### src/hw/rtl/jsu_pkg.sv
// Package with the shared types and character constants of the JSON string unescaper.
`timescale 1ns / 1ps

package jsu_pkg;

  localparam int unsigned MaxRun = 6;
  localparam int unsigned QueueDepth = 4;

  typedef enum logic [2:0] {
    PH_NORMAL = 3'd0,
    PH_ESC    = 3'd1,
    PH_HEX    = 3'd2
  } phase_e;

  localparam logic [7:0] ChNul   = 8'h00;
  localparam logic [7:0] ChQuote = 8'h22;
  localparam logic [7:0] ChBslash = 8'h5C;
  localparam logic [7:0] ChSlash = 8'h2F;
  localparam logic [7:0] ChB     = 8'h62;
  localparam logic [7:0] ChF     = 8'h66;
  localparam logic [7:0] ChN     = 8'h6E;
  localparam logic [7:0] ChR     = 8'h72;
  localparam logic [7:0] ChT     = 8'h74;
  localparam logic [7:0] ChU     = 8'h75;
  localparam logic [7:0] CtlBs   = 8'h08;
  localparam logic [7:0] CtlFf   = 8'h0C;
  localparam logic [7:0] CtlLf   = 8'h0A;
  localparam logic [7:0] CtlCr   = 8'h0D;
  localparam logic [7:0] CtlTab  = 8'h09;

  localparam logic [15:0] Utf8Max1 = 16'h007F;
  localparam logic [15:0] Utf8Max2 = 16'h07FF;
  localparam logic [7:0] Utf8Lead2 = 8'hC0;
  localparam logic [7:0] Utf8Lead3 = 8'hE0;
  localparam logic [7:0] Utf8Cont  = 8'h80;
  localparam logic [5:0] Utf8Mask  = 6'h3F;

  // One run of results caused by a single input byte. When is_end is set, the
  // last result of the run is the bare end marker.
  typedef struct packed {
    logic [2:0]        cnt;
    logic              is_end;
    logic [MaxRun-1:0][7:0] bytes;
  } run_t;

endpackage

### src/hw/rtl/jsu_if.sv
// Stream interfaces for the raw input bytes and the unescaped results.
`timescale 1ns / 1ps

interface jsu_in_if;
  logic       valid;
  logic       ready;
  logic [7:0] in_byte;

  modport source (output valid, output in_byte, input ready);
  modport sink (input valid, input in_byte, output ready);
endinterface

interface jsu_out_if;
  logic       valid;
  logic       ready;
  logic [7:0] data_byte;
  logic       has_byte;
  logic       string_end;
  logic       last_of_run;

  modport source (output valid, output data_byte, output has_byte, output string_end,
                  output last_of_run, input ready);
  modport sink (input valid, input data_byte, input has_byte, input string_end,
                input last_of_run, output ready);
endinterface

### src/hw/rtl/jsu_front.sv
// Front end: accepts raw bytes, tracks the escape state and builds one result run per byte.
`timescale 1ns / 1ps

module jsu_front
  import jsu_pkg::*;
(
  input  logic       clk_i,
  input  logic       rst_ni,
  jsu_in_if.sink     in_ch_i,
  input  logic       q_full_i,
  output logic       push_o,
  output run_t       run_o
);

  phase_e      phase_q, phase_d;
  logic [1:0]  digits_q, digits_d;
  logic [15:0] accum_q, accum_d;
  logic [2:0][7:0] held_q;
  logic        accept;
  logic [7:0]  c;
  logic        hex_ok;
  logic [3:0]  hex_val;
  logic [15:0] cp;

  assign in_ch_i.ready = ~q_full_i;
  assign accept = in_ch_i.valid & ~q_full_i;
  assign c = in_ch_i.in_byte;
  assign cp = {accum_q[11:0], hex_val};

  always_comb begin
    hex_ok = 1'b1;
    hex_val = 4'd0;
    if (c inside {[8'h30:8'h39]}) begin
      hex_val = 4'(c - 8'h30);
    end else if (c inside {[8'h41:8'h46]}) begin
      hex_val = 4'(c - 8'h37);
    end else if (c inside {[8'h61:8'h66]}) begin
      hex_val = 4'(c - 8'h57);
    end else begin
      hex_ok = 1'b0;
    end
  end

  always_comb begin
    logic [2:0] nb;
    logic       is_end;
    logic [MaxRun-1:0][7:0] bytes;
    logic       do_normal;
    nb = 3'd0;
    is_end = 1'b0;
    bytes = '0;
    do_normal = 1'b0;
    phase_d = phase_q;
    digits_d = digits_q;
    accum_d = accum_q;

    case (phase_q)
      PH_ESC: begin
        phase_d = PH_NORMAL;
        case (c)
          ChNul: begin
            bytes[0] = ChBslash;
            nb = 3'd1;
            is_end = 1'b1;
            digits_d = 2'd0;
            accum_d = '0;
          end
          ChQuote, ChBslash, ChSlash: begin
            bytes[0] = c;
            nb = 3'd1;
          end
          ChB: begin bytes[0] = CtlBs; nb = 3'd1; end
          ChF: begin bytes[0] = CtlFf; nb = 3'd1; end
          ChN: begin bytes[0] = CtlLf; nb = 3'd1; end
          ChR: begin bytes[0] = CtlCr; nb = 3'd1; end
          ChT: begin bytes[0] = CtlTab; nb = 3'd1; end
          ChU: begin
            phase_d = PH_HEX;
            digits_d = 2'd0;
            accum_d = '0;
          end
          default: begin
            bytes[0] = ChBslash;
            bytes[1] = c;
            nb = 3'd2;
          end
        endcase
      end
      PH_HEX: begin
        if (hex_ok) begin
          if (digits_q == 2'd3) begin
            if (cp <= Utf8Max1) begin
              bytes[0] = cp[7:0];
              nb = 3'd1;
            end else if (cp <= Utf8Max2) begin
              bytes[0] = Utf8Lead2 | {3'b000, cp[10:6]};
              bytes[1] = Utf8Cont | {2'b00, cp[5:0] & Utf8Mask};
              nb = 3'd2;
            end else begin
              bytes[0] = Utf8Lead3 | {4'b0000, cp[15:12]};
              bytes[1] = Utf8Cont | {2'b00, cp[11:6] & Utf8Mask};
              bytes[2] = Utf8Cont | {2'b00, cp[5:0] & Utf8Mask};
              nb = 3'd3;
            end
            phase_d = PH_NORMAL;
            digits_d = 2'd0;
            accum_d = '0;
          end else begin
            digits_d = digits_q + 2'd1;
            accum_d = cp;
          end
        end else begin
          bytes[0] = ChBslash;
          bytes[1] = ChU;
          nb = 3'd2;
          for (int k = 0; k < 3; k++) begin
            if (k < int'(digits_q)) begin
              bytes[nb] = held_q[k];
              nb = nb + 3'd1;
            end
          end
          phase_d = PH_NORMAL;
          digits_d = 2'd0;
          accum_d = '0;
          do_normal = 1'b1;
        end
      end
      default: begin
        phase_d = PH_NORMAL;
        do_normal = 1'b1;
      end
    endcase

    if (do_normal) begin
      if (c == ChNul || c == ChQuote) begin
        is_end = 1'b1;
        phase_d = PH_NORMAL;
        digits_d = 2'd0;
        accum_d = '0;
      end else if (c == ChBslash) begin
        phase_d = PH_ESC;
      end else begin
        bytes[nb] = c;
        nb = nb + 3'd1;
      end
    end

    run_o.cnt = nb + {2'b00, is_end};
    run_o.is_end = is_end;
    run_o.bytes = bytes;
  end

  assign push_o = accept & (run_o.cnt != 3'd0);

  always_ff @(posedge clk_i or negedge rst_ni) begin
    if (!rst_ni) begin
      phase_q <= PH_NORMAL;
      digits_q <= 2'd0;
      accum_q <= '0;
    end else if (accept) begin
      phase_q <= phase_d;
      digits_q <= digits_d;
      accum_q <= accum_d;
    end
  end

  always_ff @(posedge clk_i) begin
    if (accept && phase_q == PH_HEX && hex_ok && digits_q != 2'd3) begin
      held_q[digits_q] <= c;
    end
  end

endmodule

### src/hw/rtl/jsu_queue.sv
// Short queue of result runs between the front end and the back end.
`timescale 1ns / 1ps

module jsu_queue
  import jsu_pkg::*;
(
  input  logic clk_i,
  input  logic rst_ni,
  input  logic push_i,
  input  run_t run_i,
  output logic full_o,
  output logic head_valid_o,
  output run_t head_o,
  input  logic pop_i
);

  localparam int unsigned PtrW = $clog2(QueueDepth);
  localparam int unsigned CntW = $clog2(QueueDepth + 1);

  run_t [QueueDepth-1:0] slots_q;
  logic [PtrW-1:0] wr_q, rd_q;
  logic [CntW-1:0] cnt_q;

  assign full_o = (cnt_q == CntW'(QueueDepth));
  assign head_valid_o = (cnt_q != '0);
  assign head_o = slots_q[rd_q];

  always_ff @(posedge clk_i or negedge rst_ni) begin
    if (!rst_ni) begin
      wr_q <= '0;
      rd_q <= '0;
      cnt_q <= '0;
    end else begin
      if (push_i) begin
        wr_q <= wr_q + PtrW'(1);
      end
      if (pop_i) begin
        rd_q <= rd_q + PtrW'(1);
      end
      if (push_i && !pop_i) begin
        cnt_q <= cnt_q + CntW'(1);
      end else if (pop_i && !push_i) begin
        cnt_q <= cnt_q - CntW'(1);
      end
    end
  end

  always_ff @(posedge clk_i) begin
    if (push_i) begin
      slots_q[wr_q] <= run_i;
    end
  end

endmodule

### src/hw/rtl/jsu_back.sv
// Back end: walks the head run one result per cycle, while the output is ready, into a registered output stage.
`timescale 1ns / 1ps

module jsu_back
  import jsu_pkg::*;
(
  input  logic       clk_i,
  input  logic       rst_ni,
  input  logic       head_valid_i,
  input  run_t       head_i,
  output logic       pop_o,
  jsu_out_if.source  out_ch_o
);

  logic [2:0] idx_q;
  logic       valid_q;
  logic [7:0] data_q;
  logic       has_q, end_q, last_q;
  logic       load;
  logic       last;
  logic       marker;

  assign load = head_valid_i & (~valid_q | out_ch_o.ready);
  assign last = (idx_q == head_i.cnt - 3'd1);
  assign marker = last & head_i.is_end;
  assign pop_o = load & last;

  assign out_ch_o.valid = valid_q;
  assign out_ch_o.data_byte = data_q;
  assign out_ch_o.has_byte = has_q;
  assign out_ch_o.string_end = end_q;
  assign out_ch_o.last_of_run = last_q;

  always_ff @(posedge clk_i or negedge rst_ni) begin
    if (!rst_ni) begin
      valid_q <= 1'b0;
      idx_q <= 3'd0;
    end else begin
      if (load) begin
        valid_q <= 1'b1;
        idx_q <= last ? 3'd0 : idx_q + 3'd1;
      end else if (out_ch_o.ready) begin
        valid_q <= 1'b0;
      end
    end
  end

  always_ff @(posedge clk_i) begin
    if (load) begin
      data_q <= marker ? 8'h00 : head_i.bytes[idx_q];
      has_q <= ~marker;
      end_q <= marker;
      last_q <= last;
    end
  end

endmodule

### src/hw/rtl/json_string_unescape.sv
// Top level of the JSON string unescaper: front end, run queue and back end.
// A byte's run is stored in the run queue, then its first result in the output stage.
// Throughput: one byte per cycle while the output is ready and each byte yields at most
// one result; the back end emits a byte's results one at a time, and the four-entry run
// queue lets the front keep accepting meanwhile. Reset clears the escape state, the queue
// pointers and the output valid; the held hex digit characters are not reset.
`timescale 1ns / 1ps

module json_string_unescape
  import jsu_pkg::*;
(
  input  logic      clk_i,
  input  logic      rst_ni,
  jsu_in_if.sink    in_ch_i,
  jsu_out_if.source out_ch_o
);

  logic push;
  logic full;
  logic head_valid;
  logic pop;
  run_t run;
  run_t head;

  jsu_front u_front (
    .clk_i    (clk_i),
    .rst_ni   (rst_ni),
    .in_ch_i  (in_ch_i),
    .q_full_i (full),
    .push_o   (push),
    .run_o    (run)
  );

  jsu_queue u_queue (
    .clk_i        (clk_i),
    .rst_ni       (rst_ni),
    .push_i       (push),
    .run_i        (run),
    .full_o       (full),
    .head_valid_o (head_valid),
    .head_o       (head),
    .pop_i        (pop)
  );

  jsu_back u_back (
    .clk_i        (clk_i),
    .rst_ni       (rst_ni),
    .head_valid_i (head_valid),
    .head_i       (head),
    .pop_o        (pop),
    .out_ch_o     (out_ch_o)
  );

endmodule
### src/flat_wrapper.sv
// flat-port wrapper written by rule: the top's interface ports become plain ports
module json_string_unescape_flat import jsu_pkg::*;
  (clk_i, rst_ni, in_ch_i_valid, in_ch_i_in_byte, in_ch_i_ready, out_ch_o_valid, out_ch_o_data_byte, out_ch_o_has_byte, out_ch_o_string_end, out_ch_o_last_of_run, out_ch_o_ready);
  jsu_in_if in_ch_i_i ();
  jsu_out_if out_ch_o_i ();
  input  logic clk_i;
  input  logic rst_ni;
  input wire logic [$bits(in_ch_i_i.valid)-1:0] in_ch_i_valid;
  input wire logic [$bits(in_ch_i_i.in_byte)-1:0] in_ch_i_in_byte;
  output wire logic [$bits(in_ch_i_i.ready)-1:0] in_ch_i_ready;
  output wire logic [$bits(out_ch_o_i.valid)-1:0] out_ch_o_valid;
  output wire logic [$bits(out_ch_o_i.data_byte)-1:0] out_ch_o_data_byte;
  output wire logic [$bits(out_ch_o_i.has_byte)-1:0] out_ch_o_has_byte;
  output wire logic [$bits(out_ch_o_i.string_end)-1:0] out_ch_o_string_end;
  output wire logic [$bits(out_ch_o_i.last_of_run)-1:0] out_ch_o_last_of_run;
  input wire logic [$bits(out_ch_o_i.ready)-1:0] out_ch_o_ready;
  assign in_ch_i_i.valid = in_ch_i_valid;
  assign in_ch_i_i.in_byte = in_ch_i_in_byte;
  assign in_ch_i_ready = in_ch_i_i.ready;
  assign out_ch_o_valid = out_ch_o_i.valid;
  assign out_ch_o_data_byte = out_ch_o_i.data_byte;
  assign out_ch_o_has_byte = out_ch_o_i.has_byte;
  assign out_ch_o_string_end = out_ch_o_i.string_end;
  assign out_ch_o_last_of_run = out_ch_o_i.last_of_run;
  assign out_ch_o_i.ready = out_ch_o_ready;
  json_string_unescape u_core (.clk_i(clk_i), .rst_ni(rst_ni), .in_ch_i(in_ch_i_i), .out_ch_o(out_ch_o_i));
endmodule
### config.mk
export PLATFORM = sky130hd
export DESIGN_NAME = json_string_unescape_flat
export DESIGN_NICKNAME = d
export VERILOG_FILES = /design/src/hw/rtl/jsu_pkg.sv /design/src/hw/rtl/jsu_if.sv /design/src/hw/rtl/jsu_front.sv /design/src/hw/rtl/jsu_queue.sv /design/src/hw/rtl/jsu_back.sv /design/src/hw/rtl/json_string_unescape.sv /design/src/flat_wrapper.sv
export SDC_FILE = /design/constraint.sdc
export NUM_CORES = 1
export LEC_CHECK = 0
export BUFFER_PORTS_ARGS = -buffer_cell sky130_fd_sc_hd__buf_2
export CORE_MARGIN = 2
export CORE_UTILIZATION = 25
export CTS_CLUSTER_DIAMETER = 80
export DETAILED_ROUTE_END_ITERATION = 12
export HOLD_SLACK_MARGIN = 0.15
export PLACE_DENSITY = 0.38
export SYNTH_ARGS = -nofsm -noshare
export SYNTH_HDL_FRONTEND = slang
export SYNTH_SLANG_ARGS = --single-unit
export TNS_END_PERCENT = 50
### constraint.sdc
create_clock -name clk_i -period 9.1 [get_ports clk_i]
set_clock_uncertainty 0.1 [all_clocks]
set_input_delay 0.91 -clock clk_i [delete_from_list [all_inputs] [get_ports clk_i]]
set_output_delay 0.91 -clock clk_i [all_outputs]
set_load 0.01 [all_outputs]
After elaboration in Yosys (flattened, before gate mapping):

Index checks and enable logic that the tools add are counted.

* register bits after elaboration: 275
* bits of input ports: 12
* output and inout port bits: 13
* word-level logic and storage cells: 225

* add/subtract/negate cells: 14
* $lt $le $gt $ge: 23
* eq/ne operators: 15
* muxes and demuxes: 92
* bitwise logic cells: 9
* reduce and logical (&&, ||, !) cells: 25

Operators with widths (count)
* $mux W48: 7
* $bwmux W208: 1
* $bwmux W48: 3
* $bmux W52 S2: 1
* $demux W52 S2: 1
* $mux W52: 2
* $mux W16: 6
* $mux W8: 11
* $demux W8 S3: 3
* $mux W24: 3
* $pmux W16 S2: 2
* $eq A8 B7 Y1 const B: 7
* $pmux W8 S7: 1
* $mux W3: 18
* $mux W32: 1
* $bmux W8 S3: 1
* $bwmux W24: 1
* $demux W8 S2: 1
* $eq A8 B6 Y1 const B: 2
* $ge A8 B7 Y1 const B: 2
* $le A16 B11 Y1 const B: 1
* $le A16 B7 Y1 const B: 1
* $le A8 B7 Y1 const B: 2
* $lt A3 B4 Y1 const B: 4
* 39 further kinds: 96

Longest topological paths before layout:

* word-level depth: 26
* depth in mapped cells: 20
* depth with buffers taken out: 19

By module:

A second synthesis with hierarchy kept.

* cell total of the unflattened synthesis: 790
* area total of the unflattened synthesis: 12590.8 µm²

Modules (own cells, without submodules)
* jsu_queue: times used 1, cells an instance 306, area an instance 7965.1 µm², sequential area each 6421.2 µm²
* jsu_front: times used 1, cells an instance 388, area an instance 3525.9 µm², sequential area each 1146.1 µm²
* jsu_back: times used 1, cells an instance 96, area an instance 1099.8 µm², sequential area each 430.4 µm²

Worst setup path before layout:

OpenSTA, ideal clock, no wires.

* path type: input -> register
* start point: in in_ch_i_in_byte[0]
* end point: reg u_core.u_queue.slots_q[0] (netlist bit), enable pin
* library setup time: 0.415 ns
* arrival: 5.617 ns
* data required time: 8.585 ns
* slack: 2.968 ns
* stages on the path: 15
* buffers on the path: 1
* path through: buf_2 -> inv_1 -> ha_1 -> o21ba_2 -> o21ai_1 -> nand3_1 -> o32ai_2 -> or2_2 -> ha_1 -> mux2_2 -> ha_1 -> nor2_1 -> and3_1 -> a221oi_4 -> and2_1

RTL lines
* from (decl): line flat_wrapper.sv:9 `input wire logic [$bits(in_ch_i_i.in_byte)-1:0] in_ch_i_in_byte;`
* to (signal, indexed assignment): line jsu_queue.sv:50 `slots_q[wr_q] <= run_i;`
* to (decl): line jsu_queue.sv:20 `run_t [QueueDepth-1:0] slots_q;`

==> flow_summary.ini <==
[die]
fp.dieH_um = 225.9
dieArea_sq_um = 51020
initial_utilization_pct = 25.25
placementRows = 81
die_width_um = 225.9
core_area_sq_um = 48750
io_pins = 25

[critical_path]
crit_fanout = 29
cp_data_arrival_time_ps = 6660
critPathKind = input pin to register
r2r_slack_ps = 3350
setup.worst_path.start_class = input pin
end_kind = register
worst_ep_required_time_ps = 9250

[sta]
rsz0062_at_grt = false
tns_ps = 0
finalCritPeriodShare_pct = 71.51
finalSetupViolations = 0
setup_slack_ps = 2593
worstMarginPinSlew_ps = 1123
finalCriticalPeriod_ps = 6507
slew_headroom_pct = 24.87
slew_viol_final = 0
hold_viol = 0
fmax_mhz = 153.7

[finish]
fin_cells = 1485
final_cell_mix = edfxtp_1 (243), mux4_2 (60), nand2_1 (56)
final_common_cell = edfxtp_1
drive_gt1_share_pct = 24.30
fin_nets = 827
synthToLayoutAreaGrowth_pct = 15.95

[place]
place_congestion = 0.8273
dp_hpwl_um = 22750
numPortBuffers = 24
dp_cells = 1425
dp_slack_ps = 1975

[synth]
synthXorXnorAreaFrac_pct = 1.139
netlist_instances = 759
synth.area.top_cells = edfxtp_1 (59%), mux4_2 (11%), dfrtp_1 (5.7%), mux2_2 (2.4%), ha_1 (2.0%)
synth-edff-count = 243
synth_top_area_share_pct = 59.29
synth_seq_area_share_pct = 64.99
synth-main-ff-cell = edfxtp_1
yosys.area.top_type = edfxtp_1
ys_warn_count = 0
synth-simple-area-share_pct = 6.659
synth-seq-cells = 271
syn_area_per_cell_sq_um = 16.21
synthAdderAreaFrac_pct = 2.196
async_flop_share_pct = 10.33
synth_area_sq_um = 12310
yosysUniqueCellTypes = 76
synth_top_family_by_area = multiplexers
synth_nets = 792
synth_compound_area_share_pct = 8.337
yosys-mux-area-fraction_pct = 14.51

[clock_network]
ctsHoldBuffers = 0
cts_buffer_depth = 3
cts_tree = done
cts.sinks = 271
ctsResizeCount = 0
htreeDepth = 1
clock_latency_ps = 570
path_clk_slew_ps = 60
cts_setup_buffers = 0
root_buffer = clkbuf_16
cts_made_buffers = 31

[power_and_ir_drop]
ir_drop_uv = 167.8
total_leakage_power_nw = 4.785
p_per_area_nw_per_um2 = 314.8

[routing]
wire_per_inst_um = 23.09
vias_per_cell = 4.704
drt_iter0_drc = 583
dr.pass1.iters = 5
ant_nets = 0
wl_um = 34290
drc = 0
via_count = 6985

[grt]
grt_remaining_overflow = 0
grt_usage_pct = 13.61
grt_pass1_vias = 7087
grt_antenna_before_repair = 3
grt_max_degree = 53
grt_pass1_wl_um = 50500

[status]
outcome = finished clean

[flow_run]
drv_cap = 0

[worst_hold_path]
hold_path_class = input pin to async pin
Yosys cell counts, drive strengths merged (3+ instances only):
cell type / number
edfxtp: 243
mux4: 60
nand2: 56
nor2: 36
dfrtp: 28
mux2: 27
a22oi: 26
inv: 26
o21ai: 22
a22o: 21
ha: 20
clkbuf: 19
buf: 18
a21oi: 15
xnor2: 14
mux2i: 13
nor3: 11
and2: 10
nand3: 8
nor4: 8
o22ai: 8
a21o: 5
nor3b: 5
a221oi: 4
o2bb2ai: 3
o31ai: 3
cells by family (layout without fill, tap and decap cells):
kind of cell / after synthesis / after routing
flops: 271 / 271
simple gates: 155 / 155
compound gates: 132 / 132
mux: 100 / 100
buf+inv: 64 / 124
fa+ha+maj: 21 / 21
xor+xnor: 16 / 16
other cells: 0 / 2
per-stage QoR:
| step | instance area [sq um] | total power, mW | utilization [%] | hold WS [ps] |
|---|---|---|---|---|
| 2_1_floorplan | 12310 | 2.794 | - | 363.6 |
| 3_3_place_gp | 13250 | 3.342 | 27.18 | 389.9 |
| 3_5_place_dp | 13250 | 3.335 | 27.18 | 384.7 |
| 4_1_cts | 14260 | 4.599 | 29.26 | 277.7 |
| 5_1_grt | 14260 | 4.751 | 29.26 | 302.0 |
| 6_report | 14270 | 4.492 | 29.27 | 275.8 |
state kept, by name, indices dropped and copies added (netlist names):
signal	flops
u_core.u_back.out_ch_o.data_byte	8
u_core.u_back.out_ch_o.last_of_run	1
u_core.u_queue.slots_q	208
u_core.u_back.idx_q	3
u_core.u_front.held_q	24
u_core.u_back.out_ch_o.has_byte	1
u_core.u_queue.wr_q	2
u_core.u_queue.cnt_q	3
u_core.u_queue.rd_q	2
u_core.u_front.accum_q	12
u_core.u_back.out_ch_o.valid	1
u_core.u_front.digits_q	2
u_core.u_back.out_ch_o.string_end	1
u_core.u_front.phase_q	3
final timing paths:
kind / startpoint / endpoint / cells after the start
max: in_ch_i_in_byte[1] / u_core.u_queue.slots_q[17] / 16
min in group clk_i: u_core.u_queue.cnt_q[2] / u_core.u_queue.cnt_q[2] / 1
max reg2reg: u_core.u_front.phase_q[2] / u_core.u_queue.slots_q[17] / 12
max in group asynchronous: rst_ni / u_core.u_queue.rd_q[0] / 1
min reg2reg: u_core.u_queue.cnt_q[2] / u_core.u_queue.cnt_q[2] / 1
min: rst_ni / u_core.u_front.accum_q[10] / 1
worst max-delay path, cell delays in order:
cell	delay (ps)
buf_2	260
inv_1	160
ha_1	280
o21ba_2	230
o21ai_1	410
nand3_1	790
o32ai_2	750
or2_2	240
ha_1	230
mux2_2	260
ha_1	360
nor2_1	80
and3_1	210
a221oi_4	390
and2_2	730
buf_12	300
power by group:
group / switching [mW] / internal, mW
sequential: 0.142 / 1.72
clock: 0.503 / 0.740
combinational: 0.793 / 0.594
total: 1.44 / 3.05
cell type report:
cell class	instances	area [sq um]
tap	664	830.8
clock buffer	38	802.0
fill	4825	34480
multi-input combinational	424	4056
clock inverter	20	214.0
sequential	271	8003
inverter	27	101.3
timing repair buffer	39	257.7
antenna	2	5.005
routing by layer:
layer  share of wire [%]  track usage [%]  up-vias  wire length (um)
met3                 4.5            2.238       43              1548
li1                    -                -     3116                 -
met5               0.026                0        -                 9
met4                 2.0            3.674        2               689
met1                  46            19.21     3652             15930
met2                  47            21.65      172             16110
(Power assumes the default switching activity.)
